`config.mk`:
```
export PLATFORM = sky130hd
export DESIGN_NAME = card_word_machine_core_unit_flat
export DESIGN_NICKNAME = d
export VERILOG_FILES = /design/src/rtl/core/cwm_pkg.sv /design/src/rtl/core/cwm_if.sv /design/src/rtl/core/cwm_seq.sv /design/src/rtl/core/cwm_dp.sv /design/src/rtl/core/card_word_machine_core_unit.sv /design/src/flat_wrapper.sv
export SDC_FILE = /design/constraint.sdc
export NUM_CORES = 2
export LEC_CHECK = 0
export ABC_AREA = 1
export BUFFER_PORTS_ARGS = -buffer_cell sky130_fd_sc_hd__clkbuf_2
export CAP_MARGIN = 10
export CELL_PAD_IN_SITES_DETAIL_PLACEMENT = 1
export CELL_PAD_IN_SITES_GLOBAL_PLACEMENT = 1
export CORE_MARGIN = 2
export CORE_UTILIZATION = 36
export CTS_BUF_LIST = sky130_fd_sc_hd__clkbuf_4
export DETAILED_ROUTE_END_ITERATION = 7
export PLACE_DENSITY_LB_ADDON = 0.1
export SLEW_MARGIN = 20
export SYNTH_ARGS = -nofsm -noshare
export SYNTH_HDL_FRONTEND = slang
export SYNTH_SLANG_ARGS = --single-unit
```
`constraint.sdc`:
```
create_clock -name clk -period 12.75 [get_ports clk]
set_clock_uncertainty 0.05 [all_clocks]
set_input_delay 1.275 -clock clk [delete_from_list [all_inputs] [get_ports clk]]
set_output_delay 1.275 -clock clk [all_outputs]
set_load 0.02 [all_outputs]
```
`src/rtl/core/cwm_pkg.sv`:
```
// Package of the card word machine core: widths, status codes, character
// constants, microcode types and the read-only control store.
// No dependencies.
`timescale 1ns / 1ps

package cwm_pkg;

  localparam int unsigned ACTION_W = 2;
  localparam int unsigned ADDR_W   = 7;
  localparam int unsigned WORD_W   = 32;
  localparam int unsigned STATUS_W = 3;
  localparam int unsigned CNT_W    = 4;
  localparam int unsigned STEP_W   = 4;

  typedef logic [ACTION_W-1:0] action_t;
  typedef logic [STATUS_W-1:0] status_t;
  typedef logic [STEP_W-1:0]   step_t;

  localparam action_t ACT_LOAD  = 2'd0;
  localparam action_t ACT_EXEC  = 2'd1;
  localparam action_t ACT_DATA  = 2'd2;
  localparam action_t ACT_START = 2'd3;

  localparam status_t ST_OK   = 3'd0;
  localparam status_t ST_REQ  = 3'd1;
  localparam status_t ST_PUT  = 3'd2;
  localparam status_t ST_HALT = 3'd3;
  localparam status_t ST_ERR  = 3'd4;

  localparam logic [7:0] CH_0 = 8'h30;
  localparam logic [7:0] CH_9 = 8'h39;
  localparam logic [7:0] CH_B = 8'h42;
  localparam logic [7:0] CH_C = 8'h43;
  localparam logic [7:0] CH_D = 8'h44;
  localparam logic [7:0] CH_G = 8'h47;
  localparam logic [7:0] CH_H = 8'h48;
  localparam logic [7:0] CH_L = 8'h4C;
  localparam logic [7:0] CH_P = 8'h50;
  localparam logic [7:0] CH_R = 8'h52;
  localparam logic [7:0] CH_S = 8'h53;
  localparam logic [7:0] CH_T = 8'h54;

  typedef enum logic [3:0] {
    OP_ACCEPT = 4'd0,
    OP_LOAD   = 4'd1,
    OP_EXEC   = 4'd2,
    OP_DATA   = 4'd3,
    OP_START  = 4'd4,
    OP_DECODE = 4'd5,
    OP_OPSEL  = 4'd6,
    OP_PUT    = 4'd7,
    OP_OPER   = 4'd8
  } dp_op_t;

  typedef enum logic {
    BR_SEQ    = 1'b0,
    BR_ACTION = 1'b1
  } br_t;

  localparam step_t STEP_IDLE   = 4'd0;
  localparam step_t STEP_LOAD   = 4'd1;
  localparam step_t STEP_EXEC   = 4'd2;
  localparam step_t STEP_DATA   = 4'd3;
  localparam step_t STEP_START  = 4'd4;
  localparam step_t STEP_DECODE = 4'd5;
  localparam step_t STEP_OPSEL  = 4'd6;
  localparam step_t STEP_PUT    = 4'd7;
  localparam step_t STEP_OPER   = 4'd8;

  typedef struct packed {
    logic   ready;
    logic   wait_out;
    dp_op_t op;
    br_t    br;
    step_t  target;
  } ucode_t;

  typedef struct packed {
    dp_op_t op;
    logic   fire;
  } seq_ctl_t;

  typedef struct packed {
    logic out_free;
    logic take;
    logic done;
  } dp_flags_t;

  // Control store. A step ends at idle when it emits a final result, jumps to
  // its target when the datapath asks for it, and otherwise falls through.
  function automatic ucode_t ucode_rom(input step_t s);
    ucode_t w;
    begin
      w = '{ready: 1'b1, wait_out: 1'b0, op: OP_ACCEPT, br: BR_ACTION, target: STEP_IDLE};
      unique case (s)
        STEP_IDLE:   w = '{1'b1, 1'b0, OP_ACCEPT, BR_ACTION, STEP_IDLE};
        STEP_LOAD:   w = '{1'b0, 1'b1, OP_LOAD,   BR_SEQ,    STEP_IDLE};
        STEP_EXEC:   w = '{1'b0, 1'b1, OP_EXEC,   BR_SEQ,    STEP_DECODE};
        STEP_DATA:   w = '{1'b0, 1'b1, OP_DATA,   BR_SEQ,    STEP_IDLE};
        STEP_START:  w = '{1'b0, 1'b1, OP_START,  BR_SEQ,    STEP_IDLE};
        STEP_DECODE: w = '{1'b0, 1'b0, OP_DECODE, BR_SEQ,    STEP_IDLE};
        STEP_OPSEL:  w = '{1'b0, 1'b1, OP_OPSEL,  BR_SEQ,    STEP_OPER};
        STEP_PUT:    w = '{1'b0, 1'b1, OP_PUT,    BR_SEQ,    STEP_PUT};
        STEP_OPER:   w = '{1'b0, 1'b1, OP_OPER,   BR_SEQ,    STEP_IDLE};
        default:     w = '{1'b1, 1'b0, OP_ACCEPT, BR_ACTION, STEP_IDLE};
      endcase
      return w;
    end
  endfunction

endpackage

```
`src/rtl/core/cwm_if.sv`:
```
// Channel interfaces of the card word machine core: the command channel and
// the result channel, each with valid, ready and payload.
// Depends on cwm_pkg.
`timescale 1ns / 1ps

interface cwm_in_if;
  import cwm_pkg::*;

  logic                valid;
  logic                ready;
  logic [ACTION_W-1:0] action;
  logic [ADDR_W-1:0]   address;
  logic [WORD_W-1:0]   word;

  modport source (output valid, output action, output address, output word, input ready);
  modport sink (input valid, input action, input address, input word, output ready);
endinterface

interface cwm_out_if;
  import cwm_pkg::*;

  logic                valid;
  logic                ready;
  logic [STATUS_W-1:0] status;
  logic [WORD_W-1:0]   word_out;
  logic [ADDR_W-1:0]   block_address;
  logic                compare_flag;
  logic                last;

  modport source (output valid, output status, output word_out, output block_address,
                  output compare_flag, output last, input ready);
  modport sink (input valid, input status, input word_out, input block_address,
                input compare_flag, input last, output ready);
endinterface

```
`src/rtl/core/cwm_seq.sv`:
```
// Microcode sequencer of the card word machine core: step counter, control
// store lookup and next-step selection.
// Depends on cwm_pkg.
`timescale 1ns / 1ps

module cwm_seq (
  input  logic                clk,
  input  logic                rst,
  input  logic                cmd_valid,
  input  cwm_pkg::action_t    cmd_action,
  input  cwm_pkg::dp_flags_t  flags,
  output logic                cmd_ready,
  output cwm_pkg::seq_ctl_t   ctl
);
  import cwm_pkg::*;

  step_t  step;
  step_t  step_next;
  ucode_t cw;
  logic   fire;

  assign cw        = ucode_rom(step);
  assign cmd_ready = cw.ready;
  assign fire      = (!cw.ready || cmd_valid) && (!cw.wait_out || flags.out_free);
  assign ctl       = '{op: cw.op, fire: fire};

  always_comb begin
    step_next = step;
    if (fire) begin
      unique case (cw.br)
        BR_ACTION: begin
          unique case (cmd_action)
            ACT_LOAD:  step_next = STEP_LOAD;
            ACT_EXEC:  step_next = STEP_EXEC;
            ACT_DATA:  step_next = STEP_DATA;
            ACT_START: step_next = STEP_START;
            default:   step_next = STEP_IDLE;
          endcase
        end
        BR_SEQ: begin
          priority if (flags.done) begin
            step_next = STEP_IDLE;
          end else if (flags.take) begin
            step_next = cw.target;
          end else begin
            step_next = step + step_t'(1);
          end
        end
        default: step_next = STEP_IDLE;
      endcase
    end
  end

  always_ff @(posedge clk) begin
    if (rst) begin
      step <= STEP_IDLE;
    end else begin
      step <= step_next;
    end
  end

endmodule

```
`src/rtl/core/cwm_dp.sv`:
```
// Datapath of the card word machine core: main store, machine registers,
// instruction decode and the result register.
// Depends on cwm_pkg.
`timescale 1ns / 1ps

module cwm_dp #(
  parameter int unsigned STORE_WORDS = 100,
  parameter int unsigned BLOCK_WORDS = 10
) (
  input  logic                          clk,
  input  logic                          rst,
  input  cwm_pkg::seq_ctl_t             ctl,
  input  logic [cwm_pkg::ADDR_W-1:0]    cmd_address,
  input  logic [cwm_pkg::WORD_W-1:0]    cmd_word,
  input  logic                          rsp_ready,
  output cwm_pkg::dp_flags_t            flags,
  output logic                          rsp_valid,
  output cwm_pkg::status_t              rsp_status,
  output logic [cwm_pkg::WORD_W-1:0]    rsp_word_out,
  output logic [cwm_pkg::ADDR_W-1:0]    rsp_block_address,
  output logic                          rsp_compare_flag,
  output logic                          rsp_last
);
  import cwm_pkg::*;

  localparam int unsigned AW = $clog2(STORE_WORDS);
  localparam logic [ADDR_W-1:0] STORE_LIM = ADDR_W'(STORE_WORDS);
  localparam logic [CNT_W-1:0]  BLK_CNT   = CNT_W'(BLOCK_WORDS);
  localparam logic [CNT_W-1:0]  BLK_LAST  = CNT_W'(BLOCK_WORDS - 1);

  logic [WORD_W-1:0] mem [STORE_WORDS];
  logic [WORD_W-1:0] rdata;

  logic [ADDR_W-1:0] address_l, address_l_next;
  logic [WORD_W-1:0] word_l, word_l_next;
  logic [WORD_W-1:0] ir, ir_next;
  logic [ADDR_W-1:0] ic, ic_next;
  logic [WORD_W-1:0] r, r_next;
  logic              c, c_next;
  logic [ADDR_W-1:0] fill_ptr, fill_ptr_next;
  logic [CNT_W-1:0]  fill_rem, fill_rem_next;
  logic [CNT_W-1:0]  pd_cnt, pd_cnt_next;
  logic [ADDR_W-1:0] pd_ptr, pd_ptr_next;
  logic [ADDR_W-1:0] pd_base, pd_base_next;

  logic              out_free;
  logic              emit;
  status_t           e_status;
  logic [WORD_W-1:0] e_word;
  logic [ADDR_W-1:0] e_blk;
  logic              e_last;
  logic              take;
  logic              we;
  logic [ADDR_W-1:0] wa;
  logic [WORD_W-1:0] wd;
  logic              re;
  logic [ADDR_W-1:0] ra;

  logic [7:0]        c0, c1, c2, c3;
  logic              is_halt, digits_ok, is_gd, is_pd, is_lr, is_sr, is_cr, is_bt;
  logic [ADDR_W-1:0] dec_base, dec_addr;
  logic              blk_bad, addr_bad;

  assign c0 = ir[31:24];
  assign c1 = ir[23:16];
  assign c2 = ir[15:8];
  assign c3 = ir[7:0];

  assign is_halt   = (c0 == CH_H);
  assign digits_ok = (c2 >= CH_0) && (c2 <= CH_9) && (c3 >= CH_0) && (c3 <= CH_9);
  assign is_gd     = (c0 == CH_G) && (c1 == CH_D);
  assign is_pd     = (c0 == CH_P) && (c1 == CH_D);
  assign is_lr     = (c0 == CH_L) && (c1 == CH_R);
  assign is_sr     = (c0 == CH_S) && (c1 == CH_R);
  assign is_cr     = (c0 == CH_C) && (c1 == CH_R);
  assign is_bt     = (c0 == CH_B) && (c1 == CH_T);
  assign dec_base  = {3'b000, c2[3:0]} * 7'd10;
  assign dec_addr  = dec_base + {3'b000, c3[3:0]};
  assign blk_bad   = ({1'b0, dec_base} + 8'(BLOCK_WORDS)) > 8'(STORE_WORDS);
  assign addr_bad  = dec_addr >= STORE_LIM;

  assign out_free = !rsp_valid || rsp_ready;
  assign flags    = '{out_free: out_free, take: take, done: emit && e_last};

  always_comb begin
    emit           = 1'b0;
    e_status       = ST_OK;
    e_blk          = '0;
    e_last         = 1'b1;
    take           = 1'b0;
    we             = 1'b0;
    wa             = address_l;
    wd             = word_l;
    re             = 1'b0;
    ra             = ic;
    address_l_next = address_l;
    word_l_next    = word_l;
    ir_next        = ir;
    ic_next        = ic;
    r_next         = r;
    c_next         = c;
    fill_ptr_next  = fill_ptr;
    fill_rem_next  = fill_rem;
    pd_cnt_next    = pd_cnt;
    pd_ptr_next    = pd_ptr;
    pd_base_next   = pd_base;
    unique case (ctl.op)
      OP_ACCEPT: begin
        address_l_next = cmd_address;
        word_l_next    = cmd_word;
      end
      OP_LOAD: begin
        emit = 1'b1;
        if (address_l < STORE_LIM) begin
          we = 1'b1;
        end else begin
          e_status = ST_ERR;
        end
      end
      OP_START: begin
        emit          = 1'b1;
        ic_next       = '0;
        r_next        = '0;
        c_next        = 1'b0;
        fill_ptr_next = '0;
        fill_rem_next = '0;
      end
      OP_DATA: begin
        emit = 1'b1;
        if (fill_rem == '0 || fill_ptr >= STORE_LIM) begin
          fill_rem_next = '0;
        end else begin
          we            = 1'b1;
          wa            = fill_ptr;
          fill_ptr_next = fill_ptr + 7'd1;
          fill_rem_next = fill_rem - 4'd1;
          if (fill_rem != 4'd1) begin
            e_status = ST_REQ;
            e_blk    = fill_ptr + 7'd1;
          end
        end
      end
      OP_EXEC: begin
        priority if (fill_rem != '0) begin
          emit     = 1'b1;
          e_status = ST_REQ;
          e_blk    = fill_ptr;
        end else if (ic >= STORE_LIM) begin
          emit     = 1'b1;
          e_status = ST_ERR;
        end else begin
          re      = 1'b1;
          ra      = ic;
          ic_next = ic + 7'd1;
          take    = 1'b1;
        end
      end
      OP_DECODE: begin
        ir_next = rdata;
      end
      OP_OPSEL: begin
        emit = 1'b1;
        priority if (is_halt) begin
          e_status = ST_HALT;
        end else if (!digits_ok) begin
          e_status = ST_ERR;
        end else if (is_gd || is_pd) begin
          priority if (blk_bad) begin
            e_status = ST_ERR;
          end else if (is_gd) begin
            fill_ptr_next = dec_base;
            fill_rem_next = BLK_CNT;
            e_status      = ST_REQ;
            e_blk         = dec_base;
          end else begin
            emit         = 1'b0;
            re           = 1'b1;
            ra           = dec_base;
            pd_ptr_next  = dec_base;
            pd_base_next = dec_base;
            pd_cnt_next  = '0;
          end
        end else if (addr_bad) begin
          e_status = ST_ERR;
        end else if (is_lr || is_cr) begin
          emit = 1'b0;
          re   = 1'b1;
          ra   = dec_addr;
          take = 1'b1;
        end else if (is_sr) begin
          we = 1'b1;
          wa = dec_addr;
          wd = r;
        end else if (is_bt) begin
          if (c) begin
            ic_next = dec_addr;
          end
        end
      end
      OP_PUT: begin
        emit     = 1'b1;
        e_status = ST_PUT;
        e_blk    = pd_base;
        e_last   = (pd_cnt == BLK_LAST);
        if (pd_cnt != BLK_LAST) begin
          re          = 1'b1;
          ra          = pd_ptr + 7'd1;
          pd_ptr_next = pd_ptr + 7'd1;
          pd_cnt_next = pd_cnt + 4'd1;
          take        = 1'b1;
        end
      end
      OP_OPER: begin
        emit = 1'b1;
        if (is_lr) begin
          r_next = rdata;
        end else begin
          c_next = (r == rdata);
        end
      end
      default: begin
        emit = 1'b0;
      end
    endcase
    e_word = (ctl.op == OP_PUT) ? rdata : r_next;
  end

  always_ff @(posedge clk) begin
    if (ctl.fire && we) begin
      mem[wa[AW-1:0]] <= wd;
    end
    if (ctl.fire && re) begin
      rdata <= mem[ra[AW-1:0]];
    end
  end

  always_ff @(posedge clk) begin
    if (rst) begin
      ir       <= '0;
      ic       <= '0;
      r        <= '0;
      c        <= 1'b0;
      fill_ptr <= '0;
      fill_rem <= '0;
    end else if (ctl.fire) begin
      ir       <= ir_next;
      ic       <= ic_next;
      r        <= r_next;
      c        <= c_next;
      fill_ptr <= fill_ptr_next;
      fill_rem <= fill_rem_next;
    end
  end

  always_ff @(posedge clk) begin
    if (ctl.fire) begin
      address_l <= address_l_next;
      word_l    <= word_l_next;
      pd_cnt    <= pd_cnt_next;
      pd_ptr    <= pd_ptr_next;
      pd_base   <= pd_base_next;
    end
  end

  always_ff @(posedge clk) begin
    if (rst) begin
      rsp_valid <= 1'b0;
    end else if (ctl.fire && emit) begin
      rsp_valid <= 1'b1;
    end else if (rsp_ready) begin
      rsp_valid <= 1'b0;
    end
  end

  always_ff @(posedge clk) begin
    if (ctl.fire && emit) begin
      rsp_status        <= e_status;
      rsp_word_out      <= e_word;
      rsp_block_address <= e_blk;
      rsp_compare_flag  <= c_next;
      rsp_last          <= e_last;
    end
  end

endmodule

```
`src/rtl/core/card_word_machine_core_unit.sv`:
```
// Top level of the card word machine core: joins the microcode sequencer
// and the datapath to the command and result channels.
// Depends on cwm_pkg, cwm_if, cwm_seq and cwm_dp.
`timescale 1ns / 1ps

// The core runs one command transaction at a time under a small microcode
// program and takes the next command only after the previous one has placed
// its last result in the output register. Loading a word, starting a job and
// delivering a GD data word take the accept step and a work step that emits. An
// instruction runs the accept, fetch, decode and operand-select steps, and an
// operate step for LR and CR; fetch emits at once when a GD fill is pending or
// the counter is past the store. A PD then runs one put step per block word,
// emitting one result per cycle while the consumer keeps ready high. The steps
// follow from the single read port of the store: the fetch read, the decode
// step and the operand read each need a step of their own. A stalled result
// channel holds the program at the next step that can emit.

module card_word_machine_core_unit #(
  parameter int unsigned STORE_WORDS = 100,
  parameter int unsigned BLOCK_WORDS = 10
) (
  input  logic      clk,
  input  logic      rst,
  cwm_in_if.sink    cmd,
  cwm_out_if.source rsp
);
  import cwm_pkg::*;

  seq_ctl_t  ctl;
  dp_flags_t flags;

  cwm_seq u_seq (
    .clk        (clk),
    .rst        (rst),
    .cmd_valid  (cmd.valid),
    .cmd_action (cmd.action),
    .flags      (flags),
    .cmd_ready  (cmd.ready),
    .ctl        (ctl)
  );

  cwm_dp #(
    .STORE_WORDS (STORE_WORDS),
    .BLOCK_WORDS (BLOCK_WORDS)
  ) u_dp (
    .clk               (clk),
    .rst               (rst),
    .ctl               (ctl),
    .cmd_address       (cmd.address),
    .cmd_word          (cmd.word),
    .rsp_ready         (rsp.ready),
    .flags             (flags),
    .rsp_valid         (rsp.valid),
    .rsp_status        (rsp.status),
    .rsp_word_out      (rsp.word_out),
    .rsp_block_address (rsp.block_address),
    .rsp_compare_flag  (rsp.compare_flag),
    .rsp_last          (rsp.last)
  );

endmodule

```
`src/flat_wrapper.sv`:
```
// flat-port wrapper written by rule: the top's interface ports become plain ports
module card_word_machine_core_unit_flat import cwm_pkg::*;
#(
  parameter int unsigned STORE_WORDS = 100,
  parameter int unsigned BLOCK_WORDS = 10
)
  (clk, rst, cmd_valid, cmd_action, cmd_address, cmd_word, cmd_ready, rsp_valid, rsp_status, rsp_word_out, rsp_block_address, rsp_compare_flag, rsp_last, rsp_ready);
  cwm_in_if cmd_i ();
  cwm_out_if rsp_i ();
  input  logic clk;
  input  logic rst;
  input wire logic [$bits(cmd_i.valid)-1:0] cmd_valid;
  input wire logic [$bits(cmd_i.action)-1:0] cmd_action;
  input wire logic [$bits(cmd_i.address)-1:0] cmd_address;
  input wire logic [$bits(cmd_i.word)-1:0] cmd_word;
  output wire logic [$bits(cmd_i.ready)-1:0] cmd_ready;
  output wire logic [$bits(rsp_i.valid)-1:0] rsp_valid;
  output wire logic [$bits(rsp_i.status)-1:0] rsp_status;
  output wire logic [$bits(rsp_i.word_out)-1:0] rsp_word_out;
  output wire logic [$bits(rsp_i.block_address)-1:0] rsp_block_address;
  output wire logic [$bits(rsp_i.compare_flag)-1:0] rsp_compare_flag;
  output wire logic [$bits(rsp_i.last)-1:0] rsp_last;
  input wire logic [$bits(rsp_i.ready)-1:0] rsp_ready;
  assign cmd_i.valid = cmd_valid;
  assign cmd_i.action = cmd_action;
  assign cmd_i.address = cmd_address;
  assign cmd_i.word = cmd_word;
  assign cmd_ready = cmd_i.ready;
  assign rsp_valid = rsp_i.valid;
  assign rsp_status = rsp_i.status;
  assign rsp_word_out = rsp_i.word_out;
  assign rsp_block_address = rsp_i.block_address;
  assign rsp_compare_flag = rsp_i.compare_flag;
  assign rsp_last = rsp_i.last;
  assign rsp_i.ready = rsp_ready;
  card_word_machine_core_unit #(.STORE_WORDS(STORE_WORDS), .BLOCK_WORDS(BLOCK_WORDS)) u_core (.clk(clk), .rst(rst), .cmd(cmd_i), .rsp(rsp_i));
endmodule
```
==> flow_metrics.py <==
metrics = {
    "die": {
        "dieArea_um2": 427000,
        "core_um2": 420000,
        "start_util_pct": 36.1,
        "ios": 91,
        "row_count": 238,
        "dieWidth_um": 653,
        "die_h_um": 653,
    },
    "route": {
        "via_per_inst": 5.34,
        "drtAntennaViolNets": 0,
        "firstDrtPassIters": 5,
        "wl_um": 578000,
        "vias": 112000,
        "drc": 0,
        "drt_iter0_drc": 9695,
        "routedWlPerCell_um": 27.6,
    },
    "critical_path": {
        "cp-endpoint": "u_core.u_dp.rdata[27]",
        "crit_arrival_ps": 8930,
        "crit_fanout": 83,
        "regToRegStartpoint": "u_core.u_dp.ir[9]",
        "r2r-end": "u_core.u_dp.rdata[27]",
        "worstPathRequired_ps": 14100,
        "ff2ff_setup_slack_ps": 5160,
        "endpoint_kind": "register",
        "worstRegToRegCells": 26,
        "crit_type": "register to register",
        "crit_start": "u_core.u_dp.ir[9]",
        "critical_path.startpoint_type": "register",
    },
    "final_layout": {
        "nets": 14600,
        "layout-drive-gt1-share_pct": 13.8,
        "stdcell_area_um2": 172000,
        "area_growth_pct": 13.1,
    },
    "synth": {
        "synth_edf_count": 3332,
        "syn-instance-count": 14000,
        "synth_nets": 14100,
        "ys_warn_count": 0,
        "synth_flop_cell": "edfxtp_1",
        "yosysSeqAreaShare_pct": 67.2,
        "netlist_area_um2": 152000,
        "ys_seq_elements": 3429,
        "syn_avg_cell_area_um2": 10.8,
        "synth_cell_type_count": 56,
        "async_reset_ff_share_pct": 0,
    },
    "placement": {
        "io_buffers": 90,
        "place_ws_ps": 5000,
        "gp_congestion": 0.832,
        "dpl.hpwl_um": 316000,
        "postPlaceCellArea_um2": 159000,
    },
    "clock_tree": {
        "cts_max_path_buffers": 4,
        "cts-root-buf": "clkbuf_4",
        "post-cts-setup-buffer-count": 0,
        "path_clk_slew_ps": 70,
        "cts_tree": "done",
        "cts_made_buffers": 940,
        "clk-insertion-delay-late_ps": 1720,
        "h-tree-depth": 6,
        "hold_buffers": 41,
        "cts_resized": 0,
        "numClockSinks": 3429,
    },
    "pwr": {
        "power_density_nw_per_um2": 251,
        "p_leak_nw": 67.9,
        "peakVddDrop_v": 0.000246,
    },
    "run_status": {
        "status": "complete, no violations",
    },
    "sta": {
        "setup_slack_ps": 5160,
        "min_period_over_period_pct": 59.5,
        "worst_slew_pin_slew_ps": 1190,
        "finalMaxSlewViolations": 0,
        "post-route-min-period_ps": 7590,
        "finalSetupTns_ps": 0,
        "maxSlewHeadroom_pct": 20.6,
        "hold_viol": 0,
        "timing.fmax_mhz": 132,
        "whs_ps": 216,
        "rsz0062_at_grt": "false",
        "setup_viol": 0,
    },
    "grt": {
        "grt_max_degree": 155,
        "grt_antenna_before_repair": 29,
        "overflow": 0,
        "grt_usage_pct": 26.5,
        "grt_pass1_vias": 115000,
        "grt_pass1_wl_um": 825000,
    },
    "min_path": {
        "hold_path_class": "primary input to register",
    },
    "flow_run": {
        "drv_cap": 0,
    },
}
[Yosys cell counts, types with 4 or more instances]
cell / count / area [µm²]
nand3_1: 3385 / 16900
edfxtp_1: 3332 / 100000
nand2_1: 2478 / 9300
inv_1: 2132 / 8000
nand3b_1: 962 / 7220
buf_2: 443 / 2220
clkbuf_1: 307 / 1150
o21ai_0: 196 / 981
nor2_1: 181 / 679
a21oi_1: 109 / 546
dfxtp_1: 97 / 1940
buf_4: 77 / 578
buf_1: 65 / 244
o22ai_1: 37 / 231
ha_1: 23 / 288
nand4_1: 19 / 119
inv_2: 18 / 67.6
nor3_1: 18 / 90.1
xnor2_1: 15 / 131
xor2_1: 10 / 87.6
a211oi_1: 8 / 60.1
buf_6: 8 / 90.1
nand2_2: 8 / 50.1
nor4_1: 8 / 50.1
o211ai_1: 8 / 60.1
nor2_2: 7 / 43.8
o2111ai_1: 6 / 52.6
o221ai_1: 6 / 52.6
a22oi_1: 5 / 37.5
a31oi_1: 5 / 31.3
o31ai_1: 5 / 37.5
a221oi_1: 4 / 35.0
[cells by family after synthesis]
kind of cell / count (synthesis) / synth area share (%)
AND/OR/NAND/NOR: 7081 / 22.8
flip-flops: 3429 / 67.2
buffers and inverters: 3054 / 8.15
AO/OA/AOI/OAI: 404 / 1.48
XOR/XNOR: 25 / 0.144
adder cells (fa/ha/maj): 25 / 0.216
[per-stage QoR]
stage	std cells	power, mW	utilization (%)
6_report	20900	43.1	40.9
5_1_grt	20900	45.2	40.9
3_3_place_gp	19200	33.0	37.8
3_5_place_dp	19200	33.2	37.9
2_1_floorplan	14000	24.8	-
4_1_cts	20900	43.5	40.9
[worst min-delay path by stage]
stage | startpoint | cells after the start | slack (ps) | endpoint
5_1_grt | cmd_word[31] | 2 | 160 | u_core.u_dp.word_l[31]
3_5_place_dp | u_core.u_dp.rsp_valid | 2 | 440 | u_core.u_dp.rsp_valid
6_report | cmd_action[0] | 6 | 220 | u_core.u_seq.cw[1]
4_1_cts | cmd_action[0] | 6 | 30 | u_core.u_seq.cw[1]
3_3_place_gp | u_core.u_dp.rsp_valid | 2 | 420 | u_core.u_dp.rsp_valid
2_1_floorplan | u_core.u_dp.fill_rem[0] | 2 | 410 | u_core.u_dp.fill_rem[0]
[layout make-up]
cell class              count  area, µm²
clock inverters           262       1390
repair buffers            442       3720
fillers                 46100     248000
clock buffers            1437      10800
flip-flops and latches   3429     102000
multi-input cells        7535      38700
diodes                     13       32.5
well taps                5640       7060
inverters                2154       8120
[sequential cells by signal, summed over array words and instances, names as in the netlist, 3 cells and up]
name / flops
u_core.u_dp.fill_rem: 4
u_core.u_dp.mem: 3200
u_core.u_dp.rsp_block_address: 7
u_core.u_dp.fill_ptr: 7
u_core.u_dp.pd_base: 6
u_core.u_dp.ic: 7
u_core.u_dp.rsp_word_out: 32
u_core.u_seq.step: 4
u_core.u_dp.ir: 32
u_core.u_dp.address_l: 7
u_core.u_seq.cw: 9
u_core.u_dp.rdata: 32
u_core.u_dp.word_l: 32
u_core.u_dp.pd_ptr: 7
u_core.u_dp.r: 32
u_core.u_dp.rsp_status: 3
u_core.u_dp.pd_cnt: 4
[cell usage in the layout, fill, tap and decap left out, drive strengths merged, types with 6 or more instances in the layout]
cell,n
nand3,3387
edfxtp,3332
nand2,2489
inv,2178
clkbuf,1527
nand3b,962
buf,311
clkinv,220
o21ai,198
nor2,191
a21oi,109
dfxtp,97
dlygate4sd3,41
o22ai,37
ha,23
nand4,20
nor3,20
xnor2,15
diode,13
xor2,10
clkinvlp,10
o211ai,9
a211oi,8
bufinv,8
nor4,8
o2111ai,6
o221ai,6
[critical path, cell delays in order, from the launching register on]
cell and delay, ps:
dfxtp_1 500, ha_1 310, ha_1 210, fa_1 640
nand2_2 110, inv_2 110, nand2_1 50, nand2_1 60
nand2_1 90, a21oi_1 160, nand2_1 100, nand2_2 180
nand2_1 140, nand4_2 190, nand2_8 250, nand2_8 450
buf_4 740, buf_4 880, nand2_1 130, nand3_1 130
nand3_1 90, nand3_1 130, nand3_1 240, nand3_1 440
nand2_1 280, nand2_1 280, nand2_1 190
[power breakdown]
part	switching (mW)	total (mW)	internal, mW
Sequential	0.293	14.5	14.2
Combinational	14.6	18.5	3.91
Clock	4.88	10.1	5.27
Total	19.7	43.1	23.4
[per-layer routing]
layer  track usage, %  part of all wire, %
met1             35.3                   43
met4             9.88                  3.7
met3             3.77                  5.6
met2             44.0                   47
met5                0                0.014
(Power assumes the default switching activity.)
